--- src/fdpd_pkg.sv ---
// Package for the first-derivative peak detector: payload structs, FSM states,
// fixed constants and the divider request type. No dependencies.
`default_nettype none
package fdpd_pkg;

    localparam int unsigned INT_W   = 32;
    localparam int unsigned TIME_W  = 32;
    localparam int unsigned THR_W   = 41;
    localparam int unsigned WID_W   = 6;
    localparam int unsigned SLOPE_W = 48;
    localparam int unsigned Y_W     = 41;
    localparam int unsigned SUM_W   = 54;
    localparam int unsigned DIV_W   = 48;
    localparam int unsigned DIVC_W  = 6;
    localparam int unsigned PROD_W  = 49;
    localparam int unsigned CFG_IDX_W = 8;

    localparam logic [16:0]        NORM_BASE   = 17'd100000;
    localparam logic [THR_W-1:0]   DEFAULT_THR = 41'd838861;
    localparam logic [WID_W-1:0]   DEFAULT_WID = 6'd5;
    localparam int unsigned        MIN_SAMPLES = 5;
    localparam int unsigned        MIN_SPAN    = 2;   // stop - start + 1 >= 3

    localparam logic [CFG_IDX_W-1:0] REG_THRESHOLD = 8'd0;
    localparam logic [CFG_IDX_W-1:0] REG_SMOOTH    = 8'd1;

    typedef struct packed {
        logic [INT_W-1:0]  intensity;
        logic [TIME_W-1:0] retention_ms;
        logic              final_sample;
    } in_t;

    typedef struct packed {
        logic              peak_found;
        logic [TIME_W-1:0] start_ms;
        logic [TIME_W-1:0] apex_ms;
        logic [TIME_W-1:0] stop_ms;
        logic              run_end;
        logic              truncated;
    } out_t;

    typedef struct packed {
        logic [31:0]      rem0;
        logic [DIV_W-1:0] num;
        logic [31:0]      den;
    } div_req_t;

    typedef enum logic [5:0] {
        ST_LOAD, ST_NRD, ST_NMUL, ST_NDIV, ST_NWAIT, ST_SDIV, ST_SWAIT,
        ST_SMSET, ST_ARD, ST_AADD, ST_MRD, ST_MCHK, ST_MWAIT, ST_URD, ST_UADD,
        ST_USUB, ST_SR0, ST_SR1, ST_SR2, ST_SR3, ST_SCHK, ST_XRD, ST_XCHK,
        ST_PRD, ST_PCHK, ST_REC, ST_T1, ST_T2, ST_T3, ST_EMIT, ST_ERD, ST_ELD,
        ST_EWAIT
    } state_t;

endpackage
`default_nettype wire

--- src/fdpd_div.sv ---
// Bit-serial restoring divider, one quotient bit per cycle, DIV_W steps.
// Depends on fdpd_pkg.
`default_nettype none
module fdpd_div (
    input  wire logic                      aclk,
    input  wire logic                      aresetn,
    input  wire logic                      start,
    input  wire fdpd_pkg::div_req_t        req,
    output logic                           done,
    output logic [fdpd_pkg::DIV_W-1:0]     quo
);
    logic                           busy_reg, busy_next;
    logic                           done_reg, done_next;
    logic [fdpd_pkg::DIVC_W-1:0]    cnt_reg, cnt_next;
    logic [31:0]                    rem_reg, rem_next;
    logic [31:0]                    den_reg, den_next;
    logic [fdpd_pkg::DIV_W-1:0]     num_reg, num_next;
    logic [32:0]                    trial;
    logic                           ge;

    always_comb begin
        busy_next = busy_reg;
        done_next = 1'b0;
        cnt_next  = cnt_reg;
        rem_next  = rem_reg;
        den_next  = den_reg;
        num_next  = num_reg;
        trial     = {rem_reg, num_reg[fdpd_pkg::DIV_W-1]};
        ge        = trial >= {1'b0, den_reg};
        if (start) begin
            busy_next = 1'b1;
            cnt_next  = '0;
            rem_next  = req.rem0;
            den_next  = req.den;
            num_next  = req.num;
        end else if (busy_reg) begin
            // quotient bits shift in where dividend bits shift out
            rem_next = ge ? 32'(trial - {1'b0, den_reg}) : trial[31:0];
            num_next = {num_reg[fdpd_pkg::DIV_W-2:0], ge};
            cnt_next = cnt_reg + 1'b1;
            if (cnt_reg == fdpd_pkg::DIVC_W'(fdpd_pkg::DIV_W - 1)) begin
                busy_next = 1'b0;
                done_next = 1'b1;
            end
        end
    end

    always_ff @(posedge aclk) begin
        if (!aresetn) begin
            busy_reg <= 1'b0;
            done_reg <= 1'b0;
        end else begin
            busy_reg <= busy_next;
            done_reg <= done_next;
        end
    end

    always_ff @(posedge aclk) begin
        cnt_reg <= cnt_next;
        rem_reg <= rem_next;
        den_reg <= den_next;
        num_reg <= num_next;
    end

    assign done = done_reg;
    assign quo  = num_reg;
endmodule
`default_nettype wire

--- config.mk ---
export PLATFORM = sky130hd
export DESIGN_NAME = fdpd_div
export DESIGN_NICKNAME = d
export VERILOG_FILES = /design/src/fdpd_pkg.sv /design/src/fdpd_div.sv
export SDC_FILE = /design/constraint.sdc
export NUM_CORES = 1
export LEC_CHECK = 0
export ABC_AREA = 1
export BUFFER_PORTS_ARGS = -buffer_cell sky130_fd_sc_hd__buf_2
export CORE_MARGIN = 3
export CORE_UTILIZATION = 45
export CTS_BUF_LIST = sky130_fd_sc_hd__clkbuf_2
export CTS_CLUSTER_SIZE = 8
export DETAILED_ROUTE_END_ITERATION = 8
export GPL_TIMING_DRIVEN = 0
export PLACE_DENSITY = 0.7
export SETUP_SLACK_MARGIN = 0.02
export SYNTH_ARGS = -nofsm -noshare
export SYNTH_HDL_FRONTEND = slang
export SYNTH_SLANG_ARGS = --single-unit
--- constraint.sdc ---
create_clock -name aclk -period 3.1 [get_ports aclk]
set_input_delay 0.62 -clock aclk [delete_from_list [all_inputs] [get_ports aclk]]
set_output_delay 0.62 -clock aclk [all_outputs]
set_load 0.005 [all_outputs]
Word level (Yosys, flattened, before mapping)
Cells that the tools add are included.
{"block": "word_totals", "reg_bits": 120, "in_bits": 115, "wordCells": 23}
{"block": "classes", "n_addsub": 2, "n_lt_le_gt_ge": 1, "n_eq_ne": 1, "n_mux": 9, "n_bitwise": 2, "n_reduce_logical": 2}
{"op": "$mux W32", "count": 3}
{"op": "$mux W48", "count": 2}
{"op": "$ge A33 B32 Y1", "count": 1}
{"op": "$sub A32 B32 Y32", "count": 1}
{"op": "$add A6 B1 Y6 const B", "count": 1}
{"op": "$eq A6 B6 Y1 const B", "count": 1}
{"op": "$mux W1", "count": 4}
{"op": "$reduce_or A3 Y1", "count": 1}
{"op": "$not A1 Y1", "count": 2}
{"op": "$reduce_bool A2 Y1", "count": 1}

Longest topological paths before layout
{"block": "depth", "word_depth": 4, "ltp_mapped": 17, "ltp_nobuf": 16}

Least setup slack after synthesis
No wires, ideal clock.
{"block": "synth_path", "kind": "input-to-reg", "start": "input start", "end": "register num_reg (netlist bit quo[0]), enable pin", "setup_ps": 805, "arrival_ps": 2187, "required_ps": 2295, "slack_ps": 108, "stages": 3, "path_cell_list": "inv_2 -> buf_2 -> nand2_1"}
{"block": "synth_between", "elab_chain_len": 1}
{"element": "from (decl)", "line": "fdpd_div.sv:7", "rtl": "input wire logic start,"}
{"element": "$reduce_bool A2 Y1 (no line)"}
{"element": "to (signal assigned)", "line": "fdpd_div.sv:62", "rtl": "num_reg <= num_next;"}
{"element": "to (decl)", "line": "fdpd_div.sv:17", "rtl": "logic [fdpd_pkg::DIV_W-1:0] num_reg, num_next;"}
Every way passes these cells.
A chain may end at the register's enable or synchronous reset.

Worst setup path in the final report
{"block": "layout_path", "start": "register num_reg (netlist bit quo[47])", "end": "register rem_reg[28] (data pin)"}
{"block": "layout_between", "elab_chain_len": 4, "elab_cells_between_ends": 5}
{"element": "$sub A32 B32 Y32 or $ge A33 B32 Y1 (tied branches)", "line": "fdpd_div.sv:38, fdpd_div.sv:29"}
{"element": "$mux W32 *", "line": "fdpd_div.sv:38", "rtl": "rem_next = ge ? 32'(trial - {1'b0, den_reg}) : trial[31:0];"}
{"element": "$mux W32 *", "line": "fdpd_div.sv:36", "rtl": "end else if (busy_reg) begin"}
{"element": "$mux W32 *", "line": "fdpd_div.sv:30", "rtl": "if (start) begin"}
{"element": "net rem_next[28]", "line": "fdpd_div.sv:15", "rtl": "logic [31:0] rem_reg, rem_next;"}
{"element": "to (signal assigned)", "line": "fdpd_div.sv:60", "rtl": "rem_reg <= rem_next;"}
{"element": "to (decl)", "line": "fdpd_div.sv:15"}
Mark *: on every way through the listed nets, which the timed path passes. The rest lies on a longest branch. The select of a mux whose other input is x is not followed.

==> run summary <==
Clock slew at reported path FFs: 220 ps
FMAX: 0.389 GHz
Kind of end point of the critical path: flop
P&R area growth vs syn: 20.7%
Post CTS Setup Buffer Count: 0
TritonRoute pass-1 iters: 5
Clock Skew: 49.2 ps
Post-CTS sizing: 0
Core Area: 0.0169 mm²
Largest family of logic cells by synthesized area: simple AND/OR/NAND/NOR gates
Drt drc: 0
Xor/xnor cell area share of the yosys netlist: 1.55%
Worst Setup Start Kind: flop
Worst relative slew slack: 39.9%
Most common cell after layout, fill and taps aside: nand2_1
Critical path's top delay family: simple AND/OR/NAND/NOR gates
Commonest non-fill, non-tap cells in the layout: 485 x nand2_1, 167 x buf_2, 162 x inv_1
Clock Path Buffers: 2
DR WL/cell: 14.8 µm
Final Power: 5.37 mW
Ratio of cells with drive above 1 in the final layout: 18.6%
Die Footprint: 0.0192 mm²
I/O pin count: 164
CTS tree: done
Cell taking the most area after synthesis: edfxtp_1
Avg Inst Size Synth: 7.45 µm²
Crit-path cells: inv_1 > ha_1 > inv_1 > fa_1 > nand3_1 > nand3_1 > nand2_1 > nand2_1 > nand2_1 > nand2_1 > nand2_1 > nand2_1 > nand2_1 > nand3_1 > nand2_1 > nand2_1
Adder-cell share of the synthesized area: 5.48%
Initial Util: 46.8%
# H-tree levels: 4
CP required: 3610 ps
Antenna Nets Post-Route: 0
Status: completed
Ratio of final minimum period to clock period: 82.9%
Skew-Pair Late Insertion Delay: 730 ps
Placer Congestion: 0.988
Power Dens Cells: 563 mW/mm²
Synthesized cell area: 0.00790 mm²
Top cell type's share of synthesized area: 42.6%
Post-Syn Nets: 1209
Vias: 7277
Final worst path period need: 2570 ps
Gate Count Post-Synth: 1060
Crit path max-delay cell type: edfxtp_1
Max reg flops: 48
Post-synthesis mux area share: 0%
HPWL after DPL: 17100 µm
Max-Cap Viols: 0
Max FO, Critical Path: 4
Number of port buffers: 163
Peak supply drop: 0.283 mV
Initial antenna violation count: 3
Number of distinct library cells after synthesis: 37
Crit Path Class: flop to flop
Die Height: 138 µm
Pin count of the biggest net entering global routing: 48
RSZ-0062 raised after global routing: false
Width of the die: 138 µm
Fillers: 1609
Worst-Margin Slew: 902 ps
CP Buf/Inv Count: 2
Root Buffer: clkbuf_2
Worst path max stage delay: 440 ps
Routed WL: 22300 µm
Nets: 1422
Max-slew violation count: 0
Hold slack: 87.0 ps
Synth Area in Compound Gates: 2.06%
Simple-Gate Fraction of Synth Area: 36.2%
Synth top area cells: edfxtp_1 43%, nand2_1 23%, inv_1 7.7%
First-pass GRT wire length: 36100 µm
Final-report hold violation count: 0
Cts hold-fix bufs: 0
Avg Vias per Cell: 4.83
Setup-failing EPs final: 0
Critical Path Most Common Cell: nand2_1
Pleak: 5.07 nW
All-Layer GR Usage: 23.5%
Vias in the first global route: 7029
Cts bufs inserted: 17
Synth warn: 0
Data arrival, critical path: 3080 ps
Seq/Total Area, Yosys: 44.6%
Footprint of the multi-input gates: 0.00358 mm²
Row cnt: 47
Sink Count: 120
FF/Latch Area: 0.00352 mm²
Initial detailed-routing violation count: 476
Hold Crit Class: primary input to flop
Grt ovf: 0
#FFs+latches synth: 120
[cells in the mapped netlist]
| cell type | number |
|---|---|
| nor2_8 | 1 |
| nand2_1 | 486 |
| nand4_1 | 10 |
| nor2_2 | 7 |
| o211ai_1 | 1 |
| nand3_2 | 7 |
| o21ai_0 | 5 |
| nor2_1 | 49 |
| and2_1 | 2 |
| dfxtp_1 | 8 |
| o21a_1 | 1 |
| inv_1 | 162 |
| nand2_4 | 1 |
| buf_2 | 4 |
| xnor2_1 | 14 |
| fa_1 | 1 |
| a21oi_1 | 18 |
| nor2_4 | 1 |
| clkinv_1 | 4 |
| nand2_8 | 1 |
| clkbuf_1 | 11 |
| edfxtp_1 | 112 |
| inv_2 | 1 |
| or2_2 | 1 |
| nand3b_1 | 25 |
| nand3_1 | 66 |
| a21o_1 | 1 |
| nand2_2 | 7 |
| nor3_2 | 1 |
| buf_4 | 2 |
| nor3_1 | 4 |
| buf_6 | 6 |
| a21oi_2 | 2 |
| o21bai_1 | 1 |
| buf_8 | 1 |
| ha_1 | 33 |
| buf_1 | 3 |
[per-stage QoR]
step	area (µm²)	TNS [ps]	utilization (%)	setup slack, ps	std cells
final	9530	0	56.5	529	1507
after detailed placement	9020	0	53.5	230	1444
after CTS	9230	0	54.7	522	1476
after global routing	9530	0	56.5	268	1507
after floorplan	7900	0	-	108	1060
after global placement	8990	-134510	53.3	-1660	1443
[path summary, 6_finish.rpt]
path,startpoint,endpoint,slack (ps),cells past startpoint
max,quo[47]$_DFFE_PP_,rem_reg[28]$_DFFE_PP_,530,16
min,req[0],den_reg[0]$_DFFE_PP_,90,1
max reg2reg,quo[47]$_DFFE_PP_,rem_reg[28]$_DFFE_PP_,530,16
min reg2reg,cnt_reg[1]$_SDFFE_PP0P_,cnt_reg[1]$_SDFFE_PP0P_,510,2
[cells by family after synthesis]
family,after synthesis
simple gates,669
buf+inv,194
flops,120
fa+ha+maj,34
compound gates,29
xor+xnor,14
[routing by layer]
metal  vias up  global-route usage [%]  wire length, µm
li1       3746                       -                -
met1      3293                    30.4             9930
met2       217                    39.5            10500
met3        17                    6.87             1650
met4         4                    4.84              210
met5         -                       0               17
[power by group]
part | total [mW] | switching, mW | internal, mW
Sequential | 2.15 | 0.112 | 2.04
Clock | 0.934 | 0.708 | 0.226
Combinational | 2.29 | 1.41 | 0.871
Total | 5.37 | 2.23 | 3.13
[cell type report]
type	instances	area share [%]
antenna	1	0.0263
buffer	27	1.79
clock buffer	17	0.893
clock inverter	15	1.25
inverter	167	6.58
multi-input combinational	746	37.6
sequential	120	37.0
tap	220	2.89
timing repair buffer	194	12.0
Power figures use the tool's default switching activity.
